`src/rtl/core/hsv2rgb_pkg.sv`:
```
package hsv2rgb_pkg;

    // Field widths of the words on both channels.
    localparam int HUE_W             = 16;
    localparam int COLOR_BITS        = 8;
    localparam int HUE_FRACTION_BITS = 4;
    localparam int COLOR_MAX         = (1 << COLOR_BITS) - 1;

    // Number of register stages from the input port to the output register.
    localparam int NUM_STAGES = 6;

    // Hue reduction works on whole degrees; the fraction bits ride along.
    localparam int     DEG_W       = HUE_W - HUE_FRACTION_BITS;
    localparam int     DEG_CIRCLE  = 360;
    localparam int     DEG_SECTOR  = 60;
    localparam int     DEG_VAL_W   = 9;
    localparam int     DEG_SHIFT   = DEG_W + DEG_VAL_W;
    localparam longint DEG_RECIP   = ((longint'(1) << DEG_SHIFT) + DEG_CIRCLE - 1) / DEG_CIRCLE;
    localparam int     DEG_RECIP_W = DEG_W + 1;
    localparam int     DEG_PROD_W  = DEG_W + DEG_RECIP_W;
    localparam int     DEG_MOD_W   = 7;

    localparam int FRAC_KEEP_W = HUE_FRACTION_BITS + 1;
    localparam int FRAC_MASK   = (1 << HUE_FRACTION_BITS) - 1;

    // One sector in hue units is 15 << MIX_SHIFT.
    localparam int HUE_SECTOR = DEG_SECTOR << HUE_FRACTION_BITS;
    localparam int T_W        = DEG_MOD_W + HUE_FRACTION_BITS;
    localparam int SEC_W      = 6 + HUE_FRACTION_BITS;
    localparam int MIX_SHIFT  = HUE_FRACTION_BITS + 2;
    localparam int PROD_X_W   = COLOR_BITS + SEC_W + 1;
    localparam int NX_W       = COLOR_BITS + 4;

    // Exact division by 15 through a reciprocal.
    localparam int     DIV15_SHIFT   = COLOR_BITS + 8;
    localparam longint DIV15_RECIP   = ((longint'(1) << DIV15_SHIFT) + 14) / 15;
    localparam int     DIV15_RECIP_W = COLOR_BITS + 5;
    localparam int     DIV15_PROD_W  = NX_W + DIV15_RECIP_W;

    // Chroma product v*s plus half the divisor.
    localparam int CPROD_W     = 2 * COLOR_BITS + 1;
    localparam int CHROMA_HALF = COLOR_MAX / 2;

    typedef enum logic [2:0] {
        SEC_RED     = 3'd0,
        SEC_YELLOW  = 3'd1,
        SEC_GREEN   = 3'd2,
        SEC_CYAN    = 3'd3,
        SEC_BLUE    = 3'd4,
        SEC_MAGENTA = 3'd5
    } sector_t;

    typedef struct packed {
        logic [HUE_W-1:0]      hue;
        logic [COLOR_BITS-1:0] saturation;
        logic [COLOR_BITS-1:0] brightness;
    } hsv_t;

    typedef struct packed {
        logic [COLOR_BITS-1:0] red;
        logic [COLOR_BITS-1:0] green;
        logic [COLOR_BITS-1:0] blue;
    } rgb_t;

    typedef struct packed {
        logic [DEG_VAL_W-1:0]   deg;
        logic [FRAC_KEEP_W-1:0] frac;
        logic [COLOR_BITS-1:0]  chroma;
        logic [COLOR_BITS-1:0]  brightness;
    } front_t;

    typedef struct packed {
        logic [DIV15_PROD_W-1:0] x_prod;
        logic [COLOR_BITS-1:0]   chroma;
        logic [COLOR_BITS-1:0]   offset;
        sector_t                 sector;
    } mid_t;

    typedef struct packed {
        logic [NUM_STAGES-1:0] load;
        logic [NUM_STAGES-1:0] valid;
    } pipe_ctrl_t;

endpackage

```
`src/rtl/core/hsv2rgb_ctrl.sv`:
```
module hsv2rgb_ctrl (
    input  logic                    aclk,
    input  logic                    aresetn,
    input  logic                    s_valid,
    output logic                    s_ready,
    output logic                    m_valid,
    input  logic                    m_ready,
    output hsv2rgb_pkg::pipe_ctrl_t ctrl
);

    logic [hsv2rgb_pkg::NUM_STAGES-1:0] valid_reg;
    logic [hsv2rgb_pkg::NUM_STAGES-1:0] valid_next;
    logic [hsv2rgb_pkg::NUM_STAGES-1:0] adv;

    // A stage may load when it is empty or its contents move on this cycle.
    always_comb begin
        adv[hsv2rgb_pkg::NUM_STAGES-1] = !valid_reg[hsv2rgb_pkg::NUM_STAGES-1] || m_ready;
        for (int k = hsv2rgb_pkg::NUM_STAGES - 2; k >= 0; k--) begin
            adv[k] = !valid_reg[k] || adv[k+1];
        end
        valid_next[0] = adv[0] ? s_valid : valid_reg[0];
        for (int k = 1; k < hsv2rgb_pkg::NUM_STAGES; k++) begin
            valid_next[k] = adv[k] ? valid_reg[k-1] : valid_reg[k];
        end
    end

    always_ff @(posedge aclk) begin
        if (!aresetn) begin
            valid_reg <= '0;
        end else begin
            valid_reg <= valid_next;
        end
    end

    assign s_ready    = adv[0];
    assign m_valid    = valid_reg[hsv2rgb_pkg::NUM_STAGES-1];
    assign ctrl.load  = adv;
    assign ctrl.valid = valid_reg;

endmodule

```
`src/rtl/core/hsv2rgb_front.sv`:
```
module hsv2rgb_front (
    input  logic                aclk,
    input  logic                load1,
    input  logic                load2,
    input  hsv2rgb_pkg::hsv_t   hsv,
    output hsv2rgb_pkg::front_t front
);

    localparam int B  = hsv2rgb_pkg::COLOR_BITS;
    localparam int F  = hsv2rgb_pkg::HUE_FRACTION_BITS;
    localparam int DW = hsv2rgb_pkg::DEG_W;
    localparam int WW = hsv2rgb_pkg::DEG_W + hsv2rgb_pkg::DEG_VAL_W;

    // Stage 1: reciprocal product for the degree quotient and the chroma product.
    logic [hsv2rgb_pkg::DEG_PROD_W-1:0]  deg_prod_reg;
    logic [DW-1:0]                       hdeg_reg;
    logic [hsv2rgb_pkg::FRAC_KEEP_W-1:0] frac_reg;
    logic [hsv2rgb_pkg::CPROD_W-1:0]     vs_reg;
    logic [B-1:0]                        bright_reg;

    logic [DW-1:0] hdeg_in;

    assign hdeg_in = hsv.hue[hsv2rgb_pkg::HUE_W-1:F];

    always_ff @(posedge aclk) begin
        if (load1) begin
            deg_prod_reg <= hsv2rgb_pkg::DEG_PROD_W'(hdeg_in)
                          * hsv2rgb_pkg::DEG_PROD_W'(hsv2rgb_pkg::DEG_RECIP);
            hdeg_reg     <= hdeg_in;
            frac_reg     <= hsv.hue[F:0];
            vs_reg       <= hsv2rgb_pkg::CPROD_W'(hsv.brightness)
                          * hsv2rgb_pkg::CPROD_W'(hsv.saturation)
                          + hsv2rgb_pkg::CPROD_W'(hsv2rgb_pkg::CHROMA_HALF);
            bright_reg   <= hsv.brightness;
        end
    end

    // Stage 2: degree remainder, and chroma as a divide by 2^B-1 done by folding
    // the high half onto the low half.
    logic [DW-1:0]  quot;
    logic [WW-1:0]  deg_wide;
    logic [B:0]     vs_hi;
    logic [B-1:0]   vs_lo;
    logic [B+1:0]   fold;
    logic [B:0]     chroma_full;
    logic [B-1:0]   chroma;
    hsv2rgb_pkg::front_t front_next;

    always_comb begin
        quot     = DW'(deg_prod_reg >> hsv2rgb_pkg::DEG_SHIFT);
        deg_wide = WW'(hdeg_reg) - WW'(quot) * WW'(hsv2rgb_pkg::DEG_CIRCLE);
        vs_hi    = vs_reg[hsv2rgb_pkg::CPROD_W-1:B];
        vs_lo    = vs_reg[B-1:0];
        fold     = (B+2)'(vs_hi) + (B+2)'(vs_lo);
        if (fold >= (B+2)'(2 * hsv2rgb_pkg::COLOR_MAX)) begin
            chroma_full = vs_hi + (B+1)'(2);
        end else if (fold >= (B+2)'(hsv2rgb_pkg::COLOR_MAX)) begin
            chroma_full = vs_hi + (B+1)'(1);
        end else begin
            chroma_full = vs_hi;
        end
        if (chroma_full > (B+1)'(hsv2rgb_pkg::COLOR_MAX)) begin
            chroma = B'(hsv2rgb_pkg::COLOR_MAX);
        end else begin
            chroma = chroma_full[B-1:0];
        end
        front_next.deg        = deg_wide[hsv2rgb_pkg::DEG_VAL_W-1:0];
        front_next.frac       = frac_reg;
        front_next.chroma     = chroma;
        front_next.brightness = bright_reg;
    end

    always_ff @(posedge aclk) begin
        if (load2) begin
            front <= front_next;
        end
    end

endmodule

```
`src/rtl/core/hsv2rgb_shade.sv`:
```
module hsv2rgb_shade (
    input  logic                aclk,
    input  logic                load3,
    input  logic                load4,
    input  logic                load5,
    input  hsv2rgb_pkg::front_t front,
    output hsv2rgb_pkg::mid_t   mid
);

    localparam int B  = hsv2rgb_pkg::COLOR_BITS;
    localparam int F  = hsv2rgb_pkg::HUE_FRACTION_BITS;
    localparam int VW = hsv2rgb_pkg::DEG_VAL_W;
    localparam int TW = hsv2rgb_pkg::T_W;
    localparam int SW = hsv2rgb_pkg::SEC_W;
    localparam int PW = hsv2rgb_pkg::PROD_X_W;

    // Stage 3: sector, distance from the middle of the sector pair, chroma weight.
    hsv2rgb_pkg::sector_t sector;
    logic [VW-1:0]        deg_base;
    logic [VW-1:0]        deg_off;
    logic [TW-1:0]        t;
    logic [SW-1:0]        d;
    logic [SW-1:0]        w;
    logic [B-1:0]         offset;

    always_comb begin
        if (front.deg >= VW'(5 * hsv2rgb_pkg::DEG_SECTOR)) begin
            sector = hsv2rgb_pkg::SEC_MAGENTA;
        end else if (front.deg >= VW'(4 * hsv2rgb_pkg::DEG_SECTOR)) begin
            sector = hsv2rgb_pkg::SEC_BLUE;
        end else if (front.deg >= VW'(3 * hsv2rgb_pkg::DEG_SECTOR)) begin
            sector = hsv2rgb_pkg::SEC_CYAN;
        end else if (front.deg >= VW'(2 * hsv2rgb_pkg::DEG_SECTOR)) begin
            sector = hsv2rgb_pkg::SEC_GREEN;
        end else if (front.deg >= VW'(hsv2rgb_pkg::DEG_SECTOR)) begin
            sector = hsv2rgb_pkg::SEC_YELLOW;
        end else begin
            sector = hsv2rgb_pkg::SEC_RED;
        end
        case (sector)
            hsv2rgb_pkg::SEC_GREEN, hsv2rgb_pkg::SEC_CYAN: begin
                deg_base = VW'(2 * hsv2rgb_pkg::DEG_SECTOR);
            end
            hsv2rgb_pkg::SEC_BLUE, hsv2rgb_pkg::SEC_MAGENTA: begin
                deg_base = VW'(4 * hsv2rgb_pkg::DEG_SECTOR);
            end
            default: begin
                deg_base = '0;
            end
        endcase
        deg_off = front.deg - deg_base;
        t = (TW'(deg_off[hsv2rgb_pkg::DEG_MOD_W-1:0]) << F)
          | (TW'(front.frac) & TW'(hsv2rgb_pkg::FRAC_MASK));
        if (t >= TW'(hsv2rgb_pkg::HUE_SECTOR)) begin
            d = SW'(t - TW'(hsv2rgb_pkg::HUE_SECTOR));
        end else begin
            d = SW'(TW'(hsv2rgb_pkg::HUE_SECTOR) - t);
        end
        w = SW'(hsv2rgb_pkg::HUE_SECTOR) - d;
        offset = (front.brightness >= front.chroma) ? front.brightness - front.chroma : '0;
    end

    hsv2rgb_pkg::sector_t sector3_reg;
    logic [SW-1:0]        w3_reg;
    logic [B-1:0]         chroma3_reg;
    logic [B-1:0]         offset3_reg;

    always_ff @(posedge aclk) begin
        if (load3) begin
            sector3_reg <= sector;
            w3_reg      <= w;
            chroma3_reg <= front.chroma;
            offset3_reg <= offset;
        end
    end

    // Stage 4: c*w plus half a sector, reduced by the power-of-two part of a sector.
    logic [PW-1:0] prod_x;
    logic [hsv2rgb_pkg::NX_W-1:0] nx;

    assign prod_x = PW'(chroma3_reg) * PW'(w3_reg) + PW'(hsv2rgb_pkg::HUE_SECTOR / 2);
    assign nx     = hsv2rgb_pkg::NX_W'(prod_x >> hsv2rgb_pkg::MIX_SHIFT);

    hsv2rgb_pkg::sector_t         sector4_reg;
    logic [hsv2rgb_pkg::NX_W-1:0] nx4_reg;
    logic [B-1:0]                 chroma4_reg;
    logic [B-1:0]                 offset4_reg;

    always_ff @(posedge aclk) begin
        if (load4) begin
            sector4_reg <= sector3_reg;
            nx4_reg     <= nx;
            chroma4_reg <= chroma3_reg;
            offset4_reg <= offset3_reg;
        end
    end

    // Stage 5: the remaining divide by 15 as a reciprocal product.
    always_ff @(posedge aclk) begin
        if (load5) begin
            mid.x_prod <= hsv2rgb_pkg::DIV15_PROD_W'(nx4_reg)
                        * hsv2rgb_pkg::DIV15_PROD_W'(hsv2rgb_pkg::DIV15_RECIP);
            mid.chroma <= chroma4_reg;
            mid.offset <= offset4_reg;
            mid.sector <= sector4_reg;
        end
    end

endmodule

```
`src/rtl/core/hsv2rgb_mix.sv`:
```
module hsv2rgb_mix (
    input  logic              aclk,
    input  logic              load6,
    input  hsv2rgb_pkg::mid_t mid,
    output hsv2rgb_pkg::rgb_t rgb
);

    localparam int B = hsv2rgb_pkg::COLOR_BITS;

    logic [B:0]   x_full;
    logic [B-1:0] x;
    logic [B-1:0] r1;
    logic [B-1:0] g1;
    logic [B-1:0] b1;
    logic [B:0]   r_sum;
    logic [B:0]   g_sum;
    logic [B:0]   b_sum;
    hsv2rgb_pkg::rgb_t rgb_next;

    always_comb begin
        x_full = mid.x_prod[hsv2rgb_pkg::DIV15_PROD_W-1:hsv2rgb_pkg::DIV15_SHIFT];
        x = (x_full > (B+1)'(hsv2rgb_pkg::COLOR_MAX)) ? B'(hsv2rgb_pkg::COLOR_MAX)
                                                      : x_full[B-1:0];
        case (mid.sector)
            hsv2rgb_pkg::SEC_RED: begin
                r1 = mid.chroma; g1 = x;          b1 = '0;
            end
            hsv2rgb_pkg::SEC_YELLOW: begin
                r1 = x;          g1 = mid.chroma; b1 = '0;
            end
            hsv2rgb_pkg::SEC_GREEN: begin
                r1 = '0;         g1 = mid.chroma; b1 = x;
            end
            hsv2rgb_pkg::SEC_CYAN: begin
                r1 = '0;         g1 = x;          b1 = mid.chroma;
            end
            hsv2rgb_pkg::SEC_BLUE: begin
                r1 = x;          g1 = '0;         b1 = mid.chroma;
            end
            default: begin
                r1 = mid.chroma; g1 = '0;         b1 = x;
            end
        endcase
        r_sum = (B+1)'(r1) + (B+1)'(mid.offset);
        g_sum = (B+1)'(g1) + (B+1)'(mid.offset);
        b_sum = (B+1)'(b1) + (B+1)'(mid.offset);
        rgb_next.red   = r_sum[B] ? B'(hsv2rgb_pkg::COLOR_MAX) : r_sum[B-1:0];
        rgb_next.green = g_sum[B] ? B'(hsv2rgb_pkg::COLOR_MAX) : g_sum[B-1:0];
        rgb_next.blue  = b_sum[B] ? B'(hsv2rgb_pkg::COLOR_MAX) : b_sum[B-1:0];
    end

    always_ff @(posedge aclk) begin
        if (load6) begin
            rgb <= rgb_next;
        end
    end

endmodule

```
`src/rtl/core/hsv_to_rgb_converter_top.sv`:
```
// HSV to RGB converter. Each input word carries hue in sixteenths of a degree
// (reduced modulo a full circle), and saturation and brightness as 8-bit
// fractions where 255 means 1.0; each output word carries 8-bit red, green and
// blue. The block is a six-stage pipeline that takes one word in every clock
// cycle when the output side is not stalled. Each of the multiplications (the
// hue reciprocal and the saturation-brightness product, chroma times the
// sector weight, and the final divide by fifteen) is followed by its own
// register.
// Every stage carries a valid bit and has its own load enable, so a stall on
// the output side only fills empty stages behind it: the block keeps taking
// words until the pipeline is full, and nothing is dropped or repeated.
// The chroma and sector-weight divisions round to nearest with halves rounded
// up, and the block is exact for every input bit pattern.
module hsv_to_rgb_converter_top (
    input  logic              aclk,
    input  logic              aresetn,

    input  logic              s_valid,
    output logic              s_ready,
    input  hsv2rgb_pkg::hsv_t s_hsv,

    output logic              m_valid,
    input  logic              m_ready,
    output hsv2rgb_pkg::rgb_t m_rgb
);

    hsv2rgb_pkg::pipe_ctrl_t ctrl;
    hsv2rgb_pkg::front_t     front;
    hsv2rgb_pkg::mid_t       mid;

    // Valid bits and the ready chain for all six stages.
    hsv2rgb_ctrl u_ctrl (
        .aclk    (aclk),
        .aresetn (aresetn),
        .s_valid (s_valid),
        .s_ready (s_ready),
        .m_valid (m_valid),
        .m_ready (m_ready),
        .ctrl    (ctrl)
    );

    // Stages 1 and 2: hue reduced to whole degrees plus fraction, and chroma.
    hsv2rgb_front u_front (
        .aclk  (aclk),
        .load1 (ctrl.load[0]),
        .load2 (ctrl.load[1]),
        .hsv   (s_hsv),
        .front (front)
    );

    // Stages 3 to 5: sector, secondary component product and offset.
    hsv2rgb_shade u_shade (
        .aclk  (aclk),
        .load3 (ctrl.load[2]),
        .load4 (ctrl.load[3]),
        .load5 (ctrl.load[4]),
        .front (front),
        .mid   (mid)
    );

    // Stage 6: sector mapping, offset added, clamped into the output register.
    hsv2rgb_mix u_mix (
        .aclk  (aclk),
        .load6 (ctrl.load[5]),
        .mid   (mid),
        .rgb   (m_rgb)
    );

    // An empty first stage must always be able to take a word.
    assert property (@(posedge aclk) disable iff (!aresetn)
        !ctrl.valid[0] |-> s_ready)
        else $error("input stalled while the first stage is empty");

    // A word taken in with none leaving adds exactly one to the occupancy.
    assert property (@(posedge aclk) disable iff (!aresetn)
        (s_valid && s_ready && !(m_valid && m_ready))
        |=> $countones(ctrl.valid) == $past($countones(ctrl.valid)) + 1)
        else $error("pipeline occupancy did not grow on an accepted word");

    // A word delivered with none entering removes exactly one from the occupancy.
    assert property (@(posedge aclk) disable iff (!aresetn)
        (m_valid && m_ready && !(s_valid && s_ready))
        |=> $countones(ctrl.valid) + 1 == $past($countones(ctrl.valid)))
        else $error("pipeline occupancy did not drop on a delivered word");

    // Without a delivery, no word may vanish from the pipeline.
    assert property (@(posedge aclk) disable iff (!aresetn)
        !(m_valid && m_ready)
        |=> $countones(ctrl.valid) >= $past($countones(ctrl.valid)))
        else $error("a word was lost inside the pipeline");

endmodule

```
`config.mk`:
```
export PLATFORM = sky130hd
export DESIGN_NAME = hsv_to_rgb_converter_top
export DESIGN_NICKNAME = d
export VERILOG_FILES = /design/src/rtl/core/hsv2rgb_pkg.sv /design/src/rtl/core/hsv2rgb_ctrl.sv /design/src/rtl/core/hsv2rgb_front.sv /design/src/rtl/core/hsv2rgb_shade.sv /design/src/rtl/core/hsv2rgb_mix.sv /design/src/rtl/core/hsv_to_rgb_converter_top.sv
export SDC_FILE = /design/constraint.sdc
export NUM_CORES = 1
export LEC_CHECK = 0
export BUFFER_PORTS_ARGS = -buffer_cell sky130_fd_sc_hd__buf_2
export CORE_MARGIN = 2
export CORE_UTILIZATION = 60
export DETAILED_ROUTE_END_ITERATION = 7
export GPL_ROUTABILITY_DRIVEN = 0
export GPL_TIMING_DRIVEN = 0
export PLACE_DENSITY = 0.89
export SYNTH_ARGS = -nofsm -noshare
export SYNTH_HDL_FRONTEND = slang
export SYNTH_SLANG_ARGS = --single-unit
```
`constraint.sdc`:
```
create_clock -name aclk -period 8.6 [get_ports aclk]
set_clock_uncertainty 0.1 [all_clocks]
set_input_delay 1.72 -clock aclk [delete_from_list [all_inputs] [get_ports aclk]]
set_output_delay 1.72 -clock aclk [all_outputs]
set_load 0.01 [all_outputs]
```
# Word level (Yosys, flattened, before mapping)
# Cells that the tools add are included.
[op_classes] n_mux=13 reduce_logical=21 n_mul=5 n_bitwise=1 n_eq_ne=8 n_lt_le_gt_ge=11 add_sub_neg=14
[op_table] cell="12-bit by 12-bit multiplier with 24-bit output (second input constant)" count=2
[op_table] cell="8-bit case mux with 2 select lines" count=3
[op_table] cell="8-bit by 8-bit adder with 9-bit output" count=3
[op_table] cell="10-bit subtractor (first input constant)" count=2
[op_table] cell="18-bit by 9-bit adder with 18-bit output (second input constant)" count=1
[op_table] cell="9-bit by 8-bit greater-or-equal comparator with 1-bit output (second input constant)" count=2
[op_table] cell="9-bit by 8-bit > comparator with 1-bit output (second input constant)" count=2
[op_table] cell="8-bit by 10-bit multiplier with 18-bit output" count=1
[op_table] cell="9-bit two-way mux" count=2
[op_table] cell="16-bit by 7-bit adder with 17-bit output (second input constant)" count=1
[op_table] cell="8-bit by 8-bit multiplier with 16-bit output" count=1
[op_table] cell="2-bit OR reduction" count=8
[op_table] cell="7-bit case mux with 2 select lines" count=1
[op_table] cell="3-bit by 2-bit equality test with 1-bit output (second input constant)" count=4
[op_table] cell="3-bit two-way mux" count=4
[op_table] cell="11-bit by 10-bit greater-or-equal comparator with 1-bit output (second input constant)" count=1
[op_table] cell="11-bit by 4-bit bitwise OR with 11-bit output" count=1
[op_table] cell="9-bit by 8-bit adder with 10-bit output" count=1
[op_table] cell="10-bit by 8-bit greater-or-equal comparator with 1-bit output (second input constant)" count=1
[op_table] cell="10-bit by 9-bit greater-or-equal comparator with 1-bit output (second input constant)" count=1
[op_table] cell="10-bit two-way mux" count=1
[op_table] cell="10-bit subtractor (second input constant)" count=1
[op_table] cell="9-bit by 1-bit adder with 9-bit output (second input constant)" count=1
[op_table] cell="9-bit by 2-bit adder with 9-bit output (second input constant)" count=1
[op_table] cell="15 further kinds" count=27
[totals] elab_cells=103 regBits=224 in_bits=36 output_inout_bits=26

# Depth between registers and ports, before layout
# Gate-level depths: netlist (run 1).
[logic_depth] ltp_word=14 ltp_mapped=20 depth_no_buf=19

# Hierarchy
# A second synthesis (run 1) with hierarchy kept.
[unflattened] hier_cells=1697 hier_area_um2=18237.5
[modules_own_cells] mod="hsv2rgb_shade" area_each_um2=8254.2 cells_each=723 n_inst=1 seq_area_each_um2=3093.0
[modules_own_cells] mod="hsv2rgb_front" area_each_um2=7435.9 cells_each=693 n_inst=1 seq_area_each_um2=2132.0
[modules_own_cells] mod="hsv2rgb_mix" area_each_um2=2298.5 cells_each=253 n_inst=1 seq_area_each_um2=720.7
[modules_own_cells] mod="hsv2rgb_ctrl" area_each_um2=249.0 cells_each=28 n_inst=1 seq_area_each_um2=120.1

# Least setup slack after synthesis (run 1)
# No wires, ideal clock.
[synth_path] path_type="input to register" from="input port s_hsv[21] (netlist bit)" to="register u_front.deg_prod_reg[24] (netlist bit), data pin" t_arrival_ps=5774 required_ps=8240 path_buffers=0 setup_ps=260 setup_slack_ps=2466 stages=15 path_cell_list="ha_1 -> inv_1 -> fa_1 -> fa_1 -> inv_1 -> fa_1 -> fa_1 -> ha_1 -> a211o_1 -> nor3_1 -> a21o_1 -> nor3_1 -> a2111oi_1 -> o21ai_0 -> xnor2_1"
[synth_via] elab_chain_cells=1
[synth_lines] element="from (decl)" line="hsv_to_rgb_converter_top.sv:20" rtl="input hsv2rgb_pkg::hsv_t s_hsv,"
[synth_lines] element="12-bit by 12-bit multiplier with 24-bit output" line="hsv2rgb_front.sv:28" rtl="* hsv2rgb_pkg::DEG_PROD_W'(hsv2rgb_pkg::DEG_RECIP);"
[synth_lines] element="to (signal assigned)" line="hsv2rgb_front.sv:27" rtl="deg_prod_reg <= hsv2rgb_pkg::DEG_PROD_W'(hdeg_in)"
[synth_lines] element="to (decl)" line="hsv2rgb_front.sv:15" rtl="logic [hsv2rgb_pkg::DEG_PROD_W-1:0] deg_prod_reg;"
# Every way passes these cells.
# A chain may end at the register's enable or synchronous reset.

# Worst setup path in the final report (run 1)
[layout_path] from="input port s_hsv[24] (netlist bit)" to="register u_front.deg_prod_reg[24] (netlist bit), data pin"
# The elaborated chain is that of the path after synthesis.

==> impl_metrics.env, run 1 <==
export IMPL_status="finished clean"
export IMPL_synthesis_nets=1996
export IMPL_drt_pre_antenna_iters=7
export IMPL_clk_sinks=189
export IMPL_worst_hold_path_type="reg -> reg"
export IMPL_ctsHoldBuffers=0
export IMPL_number_of_antenna_violations_at_the_first_check_in_global_routing=0
export IMPL_worstMarginPinSlew_ns=1.20
export IMPL_cts_clk_slew_worst_paths_ns=0.07
export IMPL_layout_min_cycle_time_ns=6.24
export IMPL_seq_area_frac_synth_pct=33.3
export IMPL_reg2reg_depth=19
export IMPL_synth_cell_type_count=68
export IMPL_synth_top_flop_cell="sky130_fd_sc_hd__edfxtp_1"
export IMPL_global_route_overflow_total=0
export IMPL_critical_path_required_ns=8.69
export IMPL_io_pins=62
export IMPL_critical_path_startpoint_type="input pin"
export IMPL_most_common_layout_cells="sky130_fd_sc_hd__ha_1 (261), sky130_fd_sc_hd__inv_1 (255), sky130_fd_sc_hd__edfxtp_1 (183), sky130_fd_sc_hd__nand2_1 (156), sky130_fd_sc_hd__fa_1 (137)"
export IMPL_tritoncts="yes"
export IMPL_grt_setup_unrepaired="false"
export IMPL_hpwl_after_dpl_um=25600
export IMPL_post_route_period_util_pct=72.6
export IMPL_num_vias=11400
export IMPL_fp_dieArea_um2=29500
export IMPL_die_height_um=172
export IMPL_htree_num_levels=4
export IMPL_slew_violations=0
export IMPL_multi_input_comb_area_um2=10200
export IMPL_timing_critical_path_to_type="register"
export IMPL_relSlewSlack_pct=19.9
export IMPL_grt_pass1_vias=12000
export IMPL_final_hold_viol_count=0
export IMPL_drc=0
export IMPL_cts_setup_buffers=0
export IMPL_synth_edf_count=183
export IMPL_cts_buffers_inserted=17
export IMPL_mean_area_per_synthesized_cell_um2=10.8
export IMPL_fp_dieW_um=172
export IMPL_floorplan_core_area_um2=27700
export IMPL_clock_fmax_mhz=160
export IMPL_synth_seq_cells=189
export IMPL_maximum_number_of_pins_on_one_net_before_global_route_repair=43
export IMPL_crit_path_category="in -> reg"
export IMPL_drtIter0Drc=651
export IMPL_top_register="u_front.front"
export IMPL_cts_root_to_sink_buffers=2
export IMPL_layout_drive_gt1_share_pct=7.07
export IMPL_antenna_left=0
export IMPL_synthesis_yosys_warnings=0
export IMPL_reg_to_reg_critical_path_startpoint="u_shade.chroma3_reg[2]"
export IMPL_diodes_inserted=0
export IMPL_largest_register_ff_count=29
export IMPL_setup_viol_count_final=0
export IMPL_routed_wire_length_per_instance_um=16.0
export IMPL_grt_total_usage_pct=23.5
export IMPL_initial_utilization_pct=60.9
export IMPL_seq_area_um2=5620
export IMPL_synthToLayoutAreaGrowth_pct=8.08
export IMPL_grt_pass1_wl_um=55000
export IMPL_io_buffers=60
export IMPL_placement_rows=61
export IMPL_ctsResizeCount=0
export IMPL_finalSetupTns_ns=0
export IMPL_clock_insertion_delay_worst_skew_ns=0.44
export IMPL_timing_reg2reg_setup_slack_ns=3.21
export IMPL_holdPathStages=0
export IMPL_vias_per_cell=5.59
export IMPL_final_fill_count=1970
export IMPL_cts_root_buffer="sky130_fd_sc_hd__clkbuf_16"
export IMPL_reg_largest_list="u_front.front: 29 flops, u_shade.mid: 28 flops, u_mix.rgb: 24 flops"
export IMPL_end_of_the_worst_register_to_register_path="u_shade.nx4_reg[11]"
export IMPL_layout_cells_most_common="sky130_fd_sc_hd__ha_1"
export IMPL_worstPathMaxFanout=4
export IMPL_proportion_of_synthesized_flip_flops_having_asynchronous_set_or_reset_pct=0
export IMPL_syn_cell_area_um2=16900
export IMPL_critical_path_arrival_ns=6.33
export IMPL_finalWirelength_um=32500
export IMPL_capture_endpoint_of_the_worst_hold_path="u_shade.mid[10]"
export IMPL_max_cap_violations=0
export IMPL_post_syn_instances=1562
export IMPL_hp_start="u_shade.offset4_reg[7]"
export IMPL_final_nets=2076
final cells by class:
type / count / area share [%]
plain buffers: 18 / 0.377
clock buffers: 21 / 2.59
clock inverters: 11 / 0.508
inverters: 255 / 5.25
multi-input cells: 1100 / 56.1
flip-flops and latches: 189 / 30.8
well taps: 378 / 2.59
repair buffers: 61 / 1.76
metrics by stage:
| stage | hold slack (ns) | std cells | util (%) | area (um^2) | setup slack (ns) |
|---|---|---|---|---|---|
| after floorplan | 0.300 | 1562 | - | 16900 | 2.47 |
| after CTS | 0.317 | 2033 | 65.8 | 18200 | 2.35 |
| after detailed placement | 0.305 | 2001 | 63.8 | 17700 | 1.89 |
| after global placement | 0.301 | 2000 | 63.7 | 17600 | 1.98 |
| after global routing | 0.324 | 2033 | 65.8 | 18200 | 2.15 |
| final | 0.318 | 2033 | 65.8 | 18200 | 2.36 |
cell usage after synthesis, types with 10 or more instances:
master | count | share of area (%)
sky130_fd_sc_hd__ha_1 | 261 | 19
sky130_fd_sc_hd__inv_1 | 255 | 5.7
sky130_fd_sc_hd__edfxtp_1 | 183 | 33
sky130_fd_sc_hd__nand2_1 | 156 | 3.5
sky130_fd_sc_hd__fa_1 | 137 | 16
sky130_fd_sc_hd__xnor2_1 | 67 | 3.5
sky130_fd_sc_hd__nor2_1 | 65 | 1.4
sky130_fd_sc_hd__and2_1 | 55 | 2.0
sky130_fd_sc_hd__a21oi_1 | 50 | 1.5
sky130_fd_sc_hd__o21ai_0 | 40 | 1.2
sky130_fd_sc_hd__a21o_1 | 31 | 1.4
sky130_fd_sc_hd__xor2_1 | 25 | 1.3
sky130_fd_sc_hd__nor3_1 | 23 | 0.68
sky130_fd_sc_hd__nor2b_1 | 18 | 0.67
sky130_fd_sc_hd__clkbuf_1 | 17 | 0.38
sky130_fd_sc_hd__o21a_1 | 15 | 0.67
sky130_fd_sc_hd__and3_1 | 14 | 0.52
sky130_fd_sc_hd__o21bai_1 | 13 | 0.58
sky130_fd_sc_hd__a211oi_1 | 12 | 0.53
sky130_fd_sc_hd__nand2b_1 | 12 | 0.44
sky130_fd_sc_hd__nand3_1 | 12 | 0.36
sky130_fd_sc_hd__o21ai_1 | 10 | 0.30
worst max path at each step:
| stage | depth (start not counted) | startpoint | to | slack (ns) |
|---|---|---|---|---|
| 6_report | 16 | s_hsv[24] | u_front.deg_prod_reg[24] | 2.36 |
| 3_5_place_dp | 16 | s_hsv[24] | u_front.deg_prod_reg[24] | 1.89 |
| 5_1_grt | 16 | s_hsv[24] | u_front.deg_prod_reg[24] | 2.15 |
| 2_1_floorplan | 15 | s_hsv[21] | u_front.deg_prod_reg[24] | 2.47 |
| 3_3_place_gp | 16 | s_hsv[24] | u_front.deg_prod_reg[24] | 1.98 |
| 4_1_cts | 16 | s_hsv[24] | u_front.deg_prod_reg[24] | 2.35 |
kinds of logic after synthesis:
kind of cell / after synthesis / share of synthesized area, %
multiplexers: 5 / 0.319
AND/OR/NAND/NOR: 386 / 11.0
AO/OA/AOI/OAI: 216 / 8.67
adder cells (fa/ha/maj): 399 / 35.7
flip-flops: 189 / 33.3
buffers and inverters: 273 / 6.08
XOR/XNOR: 94 / 4.97
worst max-delay path: stages:
cell                        delay, ns
sky130_fd_sc_hd__buf_2           0.14
sky130_fd_sc_hd__ha_1            0.29
sky130_fd_sc_hd__inv_1           0.13
sky130_fd_sc_hd__fa_1            0.46
sky130_fd_sc_hd__fa_1            0.55
sky130_fd_sc_hd__inv_1           0.06
sky130_fd_sc_hd__fa_1            0.52
sky130_fd_sc_hd__fa_1            0.50
sky130_fd_sc_hd__ha_1            0.22
sky130_fd_sc_hd__a211o_1         0.31
sky130_fd_sc_hd__nor3_1          0.14
sky130_fd_sc_hd__a21o_1          0.19
sky130_fd_sc_hd__nor3_1          0.07
sky130_fd_sc_hd__a2111oi_1       0.62
sky130_fd_sc_hd__o21ai_0         0.24
sky130_fd_sc_hd__xnor2_1         0.16
metal layers:
| metal | up-vias | part of all wire [%] | track usage (%) | wire, um |
|---|---|---|---|---|
| li1 | 5442 | - | - | - |
| met1 | 5511 | 39 | 26.6 | 12800 |
| met2 | 351 | 54 | 44.9 | 17500 |
| met3 | 67 | 4.5 | 3.64 | 1460 |
| met4 | 0 | 2.2 | 7.44 | 728 |
| met5 | - | 0 | 0 | 0 |
Power of run 1 is left out: the tool's default activity adds up to more than one toggle a clock period on the data nets, which glitch-free logic cannot reach.
==> inputs of run 2 (changes only) <==
ABC_AREA = 1   (was default)
CORE_UTILIZATION = 58   (was 60)
clock period = 5.7 ns   (was 8.6 ns; I/O delays follow)
==> run 2 against run 1 <==
Net effect: sequential share of layout area shrank 1.2 points; clock-buffer cell count down 3; register-to-register slack worse by 2.3 ns; worst setup slack got worse by 1.9 ns; routed wire length is 11% higher; highest routed layer unchanged; design area grew 4.0%; non-clock buffer count up 13; die area is 7.6% higher.
==> impl_metrics.env, run 2 <==
export IMPL_status="finished clean"
export IMPL_crit_path_category="in -> reg"
export IMPL_io_buffers=53
export IMPL_diodes_inserted=0
export IMPL_finalWirelength_um=35900
export IMPL_largest_register_ff_count=29
export IMPL_critical_path_required_ns=5.78
export IMPL_global_route_overflow_total=0
export IMPL_post_syn_instances=1883
export IMPL_synth_top_flop_cell="sky130_fd_sc_hd__edfxtp_1"
export IMPL_routed_wire_length_per_instance_um=15.2
export IMPL_syn_cell_area_um2=17600
export IMPL_cts_buffers_inserted=17
export IMPL_maximum_number_of_pins_on_one_net_before_global_route_repair=45
export IMPL_clk_sinks=189
export IMPL_post_route_worst_setup_slack_ns=0.422
export IMPL_reg_largest_list="u_front.front: 29 flops, u_shade.mid: 28 flops, u_mix.rgb: 24 flops"
export IMPL_layoutNonFillerInstCount=2365
export IMPL_placement_rows=63
export IMPL_synthesis_yosys_warnings=0
export IMPL_yosysTopAreaCellShare_pct=31.3
export IMPL_vias_per_cell=5.53
export IMPL_slew_violations=0
export IMPL_synth_top_area_cell="sky130_fd_sc_hd__edfxtp_1"
export IMPL_mean_area_per_synthesized_cell_um2=9.33
export IMPL_crit_top_cell="sky130_fd_sc_hd__nand2_1"
export IMPL_fp_dieW_um=178
export IMPL_die_height_um=178
export IMPL_most_common_layout_cells="sky130_fd_sc_hd__nand2_1 (392), sky130_fd_sc_hd__inv_1 (385), sky130_fd_sc_hd__ha_1 (261), sky130_fd_sc_hd__edfxtp_1 (183), sky130_fd_sc_hd__fa_1 (137)"
export IMPL_dp_cells=2326
export IMPL_timing_critical_path_to_type="register"
export IMPL_antenna_left=0
export IMPL_cts_root_buffer="sky130_fd_sc_hd__clkbuf_16"
export IMPL_synth_cell_type_count=45
export IMPL_drt_pre_antenna_iters=7
export IMPL_synth_edf_count=183
export IMPL_synth_most_common_cell="sky130_fd_sc_hd__nand2_1"
export IMPL_hpwl_after_dpl_um=28500
export IMPL_clock_fmax_mhz=189
export IMPL_critical_path_startpoint_type="input pin"
export IMPL_synth_seq_cells=189
export IMPL_grt_total_usage_pct=23.7
export IMPL_htree_num_levels=4
export IMPL_setup_viol_count_final=0
export IMPL_top_register="u_front.front"
export IMPL_slowest_delay_ns=0.55
export IMPL_post_route_period_util_pct=92.6
export IMPL_dpl_worst_slack_ns=-1.24
export IMPL_fp_dieArea_um2=31700
export IMPL_path_cells="buf_2 > clkbuf_1 > nand2_1 > fa_1 > inv_1 > fa_1 > inv_1 > fa_1 > inv_1 > fa_1 > ha_1 > nand2_1 > nand2_1 > nand3_1 > nand2_1 > a21oi_1 > o21bai_1 > nand2_1 > nand2_1 > nand4_1 > nand3_1 > xor2_1"
export IMPL_io_pins=62
export IMPL_initial_utilization_pct=59.1
export IMPL_tritoncts="yes"
export IMPL_max_cap_violations=0
export IMPL_drtIter0Drc=931
export IMPL_critical_path_arrival_ns=5.36
export IMPL_finish_utilization_pct=63.8
export IMPL_worstMarginPinSlew_ns=1.07
export IMPL_cts_clk_slew_worst_paths_ns=0.07
export IMPL_layout_drive_gt1_share_pct=6.84
export IMPL_yosys_top_cells_count="sky130_fd_sc_hd__nand2_1 (393), sky130_fd_sc_hd__inv_1 (389), sky130_fd_sc_hd__ha_1 (261)"
export IMPL_clock_insertion_delay_worst_skew_ns=0.44
export IMPL_layout_cells_most_common="sky130_fd_sc_hd__nand2_1"
export IMPL_number_of_antenna_violations_at_the_first_check_in_global_routing=0
export IMPL_proportion_of_synthesized_flip_flops_having_asynchronous_set_or_reset_pct=0
export IMPL_crit_path_top_delay_cell="sky130_fd_sc_hd__fa_1"
export IMPL_worst_hold_path_type="reg -> reg"
export IMPL_synthesis_nets=2317
export IMPL_grt_pass1_wl_um=60500
export IMPL_layout_min_cycle_time_ns=5.28
export IMPL_final_hold_viol_count=0
export IMPL_top_post_synthesis_cells_by_area="sky130_fd_sc_hd__edfxtp_1 (31%), sky130_fd_sc_hd__ha_1 (19%), sky130_fd_sc_hd__fa_1 (16%)"
export IMPL_grt_pass1_vias=13500
export IMPL_finalSetupTns_ns=0
export IMPL_num_vias=13100
export IMPL_relSlewSlack_pct=28.5
export IMPL_drc=0
export IMPL_grt_setup_unrepaired="false"
export IMPL_ctsHoldBuffers=0
export IMPL_seq_area_frac_synth_pct=32.0
export IMPL_synthToLayoutAreaGrowth_pct=7.89
export IMPL_cts_root_to_sink_buffers=2
export IMPL_final_nets=2396
export IMPL_floorplan_core_area_um2=29700
export IMPL_worstPathMaxFanout=8
[run 2: cell count changes after synthesis, moves of 15 or more]
cell	previous run	this run
sky130_fd_sc_hd__xnor2_1	67	28
sky130_fd_sc_hd__and2_1	55	2
sky130_fd_sc_hd__nor2b_1	18	0
sky130_fd_sc_hd__a21oi_1	50	94
sky130_fd_sc_hd__nand2_1	156	393
sky130_fd_sc_hd__nand3_1	12	53
sky130_fd_sc_hd__xor2_1	25	60
sky130_fd_sc_hd__nor3_1	23	8
sky130_fd_sc_hd__o22ai_1	0	24
sky130_fd_sc_hd__clkbuf_1	17	32
sky130_fd_sc_hd__a21o_1	31	6
sky130_fd_sc_hd__inv_1	255	389
[run 2: worst paths after layout]
check | end | cells past startpoint | startpoint | slack, ns
worst min-delay path | u_front.front[21] | 0 | u_front.hdeg_reg[0] | 0.32
worst min register to register | u_front.front[21] | 0 | u_front.hdeg_reg[0] | 0.32
worst max-delay path | u_front.vs_reg[15] | 22 | s_hsv[4] | 0.42
worst max register to register | u_shade.nx4_reg[11] | 19 | u_shade.chroma3_reg[2] | 0.91
[run 2: critical path, delay by kind of cell]
family	cells	cell delay, ns
AND/OR/NAND/NOR	9	0.79
buffers and inverters	5	0.59
XOR/XNOR	1	0.18
AO/OA/AOI/OAI	2	0.29
adder cells (fa/ha/maj)	5	2.37
[run 2: per-layer routing]
metal  vias to the layer above  wire (um)  track usage, %
met3                       116       1910            3.62
met2                       494      19300            45.9
met1                      6252      13700            26.2
li1                       6225          -               -
met4                         0        942            8.30
met5                         -          0               0
[run 2: cells by family (layout without fill, tap and decap cells)]
| logic type | Yosys count | after routing | share of synthesized area, % |
|---|---|---|---|
| buf+inv | 430 | 522 | 9.29 |
| compound gates | 198 | 198 | 6.26 |
| xor+xnor | 88 | 88 | 4.39 |
| simple gates | 580 | 580 | 13.9 |
| fa+ha+maj | 398 | 398 | 34.2 |
| flops | 189 | 189 | 32.0 |
[run 2: area by class of cell]
type | instances | area [um^2]
clock inverter | 14 | 131
inverter | 394 | 1500
fill | 2146 | 10800
timing repair inverter | 4 | 20.0
sequential | 189 | 5620
tap | 390 | 488
clock buffer | 18 | 429
timing repair buffer | 56 | 288
multi-input combinational | 1264 | 10300
buffer | 36 | 151
[run 2: repair_timing]
| action | 4_1_cts | 5_1_grt |
|---|---|---|
| setup endpoints to repair | 1 | 0 |
| setup buffers | 3 | 0 |
| gates resized for setup | 7 | 0 |
[run 2: through the flow]
stage          cell area [um^2]  hold slack (ns)
2_1_floorplan             17600            0.300
3_3_place_gp              18300            0.302
3_5_place_dp              18300            0.305
4_1_cts                   19000            0.321
5_1_grt                   19000            0.326
6_report                  19000            0.317
Power of run 2 is left out for the same reason.
==> inputs of run 3 (changes only) <==
CTS_CLUSTER_DIAMETER = 100   (was default)
RECOVER_POWER = 25   (was default)
==> run 3 against run 2 <==
Net effect: maximum frequency decreased by 0.95%; final cell count unchanged; routed wire length barely moved; flip-flop and latch count is the same; first-iteration DRC count fell by 0.86%; critical path depth did not move; design area decreased by 0.17%.
==> impl_metrics.env, run 3 (synthesis results as in run 2) <==
export IMPL_status="finished clean"
export IMPL_start_point_of_the_critical_path="s_hsv[4]"
export IMPL_htree_num_levels=4
export IMPL_diodes_inserted=0
export IMPL_finalWirelength_um=35900
export IMPL_routed_wire_length_per_instance_um=15.2
export IMPL_hp_start="u_front.hdeg_reg[0]"
export IMPL_setup_viol_count_final=0
export IMPL_drc=0
export IMPL_reg2reg_depth=19
export IMPL_worst_hold_path_type="reg -> reg"
export IMPL_num_vias=13100
export IMPL_final_hold_viol_count=0
export IMPL_fp_dieW_um=178
export IMPL_fp_dieArea_um2=31700
export IMPL_grt_setup_unrepaired="false"
export IMPL_dpl_worst_slack_ns=-1.24
export IMPL_synthToLayoutAreaGrowth_pct=7.70
export IMPL_final_nets=2396
export IMPL_critical_path_arrival_ns=5.41
export IMPL_top_register="u_front.front"
export IMPL_initial_utilization_pct=59.1
export IMPL_capture_endpoint_of_the_worst_hold_path="u_front.front[21]"
export IMPL_io_pins=62
export IMPL_grt_pass1_vias=13500
export IMPL_antenna_left=0
export IMPL_floorplan_core_area_um2=29700
export IMPL_slew_violations=0
export IMPL_postPlaceCellArea_um2=18300
export IMPL_placement_rows=63
export IMPL_grt_total_usage_pct=23.7
export IMPL_holdPathStages=0
export IMPL_cp_num_buf_inv=5
export IMPL_largest_register_ff_count=29
export IMPL_cts_buffers_inserted=17
export IMPL_clock_insertion_delay_worst_skew_ns=0.44
export IMPL_critical_path_startpoint_type="input pin"
export IMPL_layout_drive_gt1_share_pct=5.72
export IMPL_worstPathMaxFanout=8
export IMPL_timing_critical_path_to_type="register"
export IMPL_cts_clk_slew_worst_paths_ns=0.07
export IMPL_die_height_um=178
export IMPL_cts_root_to_sink_buffers=2
export IMPL_global_route_overflow_total=0
export IMPL_io_buffers=53
export IMPL_timing_reg2reg_setup_slack_ns=0.90
export IMPL_crit_top_cell="sky130_fd_sc_hd__nand2_1"
export IMPL_post_route_period_util_pct=93.5
export IMPL_cts_root_buffer="sky130_fd_sc_hd__clkbuf_16"
export IMPL_vias_per_cell=5.54
export IMPL_post_route_cell_area_um2=18900
export IMPL_timing_hold_ws_ns=0.316
export IMPL_tritoncts="yes"
export IMPL_reg_largest_list="u_front.front: 29 flops, u_shade.mid: 28 flops, u_mix.rgb: 24 flops"
export IMPL_grt_pass1_wl_um=60500
export IMPL_end_of_the_worst_register_to_register_path="u_shade.nx4_reg[11]"
export IMPL_critical_path_required_ns=5.78
export IMPL_path_cells="clkbuf_1 > clkbuf_1 > nand2_1 > fa_1 > inv_1 > fa_1 > inv_1 > fa_1 > inv_1 > fa_1 > ha_1 > nand2_1 > nand2_1 > nand3_1 > nand2_1 > a21oi_1 > o21bai_1 > nand2_1 > nand2_1 > nand4_1 > nand3_1 > xor2_1"
export IMPL_maximum_number_of_pins_on_one_net_before_global_route_repair=45
export IMPL_number_of_antenna_violations_at_the_first_check_in_global_routing=0
export IMPL_reg_to_reg_critical_path_startpoint="u_shade.chroma3_reg[2]"
export IMPL_critical_path_top_delay_family="adder cells"
export IMPL_drtIter0Drc=923
export IMPL_most_common_layout_cells="sky130_fd_sc_hd__nand2_1 (392), sky130_fd_sc_hd__inv_1 (385), sky130_fd_sc_hd__ha_1 (261), sky130_fd_sc_hd__edfxtp_1 (183), sky130_fd_sc_hd__fa_1 (137)"
export IMPL_finish_utilization_pct=63.7
export IMPL_layout_cells_most_common="sky130_fd_sc_hd__nand2_1"
export IMPL_post_route_worst_setup_slack_ns=0.371
export IMPL_worstMarginPinSlew_ns=1.07
export IMPL_hpwl_after_dpl_um=28500
export IMPL_clock_fmax_mhz=188
export IMPL_slowest_delay_ns=0.55
export IMPL_relSlewSlack_pct=28.8
export IMPL_layout_min_cycle_time_ns=5.33
export IMPL_crit_path_top_delay_cell="sky130_fd_sc_hd__fa_1"
export IMPL_max_cap_violations=0
export IMPL_crit_path_category="in -> reg"
export IMPL_clk_sinks=189
export IMPL_drt_pre_antenna_iters=7
-- run 3: worst max-delay path by stage --
stage                    endpoint  cells after the start
3_3_place_gp              s_ready                     12
2_1_floorplan             s_ready                     10
5_1_grt        u_front.vs_reg[16]                     18
3_5_place_dp              s_ready                     12
4_1_cts                   s_ready                     12
6_report       u_front.vs_reg[15]                     22
-- run 3: final cells by class --
class	count	area [um^2]
Buffer	36	151
Sequential cell	189	5620
Tap cell	390	488
Timing Repair Buffer	56	259
Inverter	394	1500
Timing Repair inverter	4	20.0
Multi-Input combinational cell	1264	10300
Fill cell	2161	10800
Clock buffer	18	429
Clock inverter	14	131
-- run 3: timing repair --
| action | 4_1_cts | 5_1_grt |
|---|---|---|
| hold buffers | 0 | 0 |
| setup buffers | 3 | 0 |
| endpoints found under the setup margin | 1 | 0 |
| resized for setup | 7 | 0 |
-- run 3: metrics by stage --
| step | instances | setup TNS [ns] |
|---|---|---|
| 2_1_floorplan | 1883 | 0 |
| 3_3_place_gp | 2326 | -5.30 |
| 3_5_place_dp | 2326 | -18.97 |
| 4_1_cts | 2365 | 0 |
| 5_1_grt | 2365 | 0 |
| 6_report | 2365 | 0 |
-- run 3: metal layers --
layer  share of wire, %  vias up  GRT usage, %
met1                 38     6213          26.2
met2                 54      521          45.9
met3                5.8      137          3.62
li1                   -     6228             -
met4                2.9        0          8.30
met5                  0        -             0
Power of run 3 is left out for the same reason.
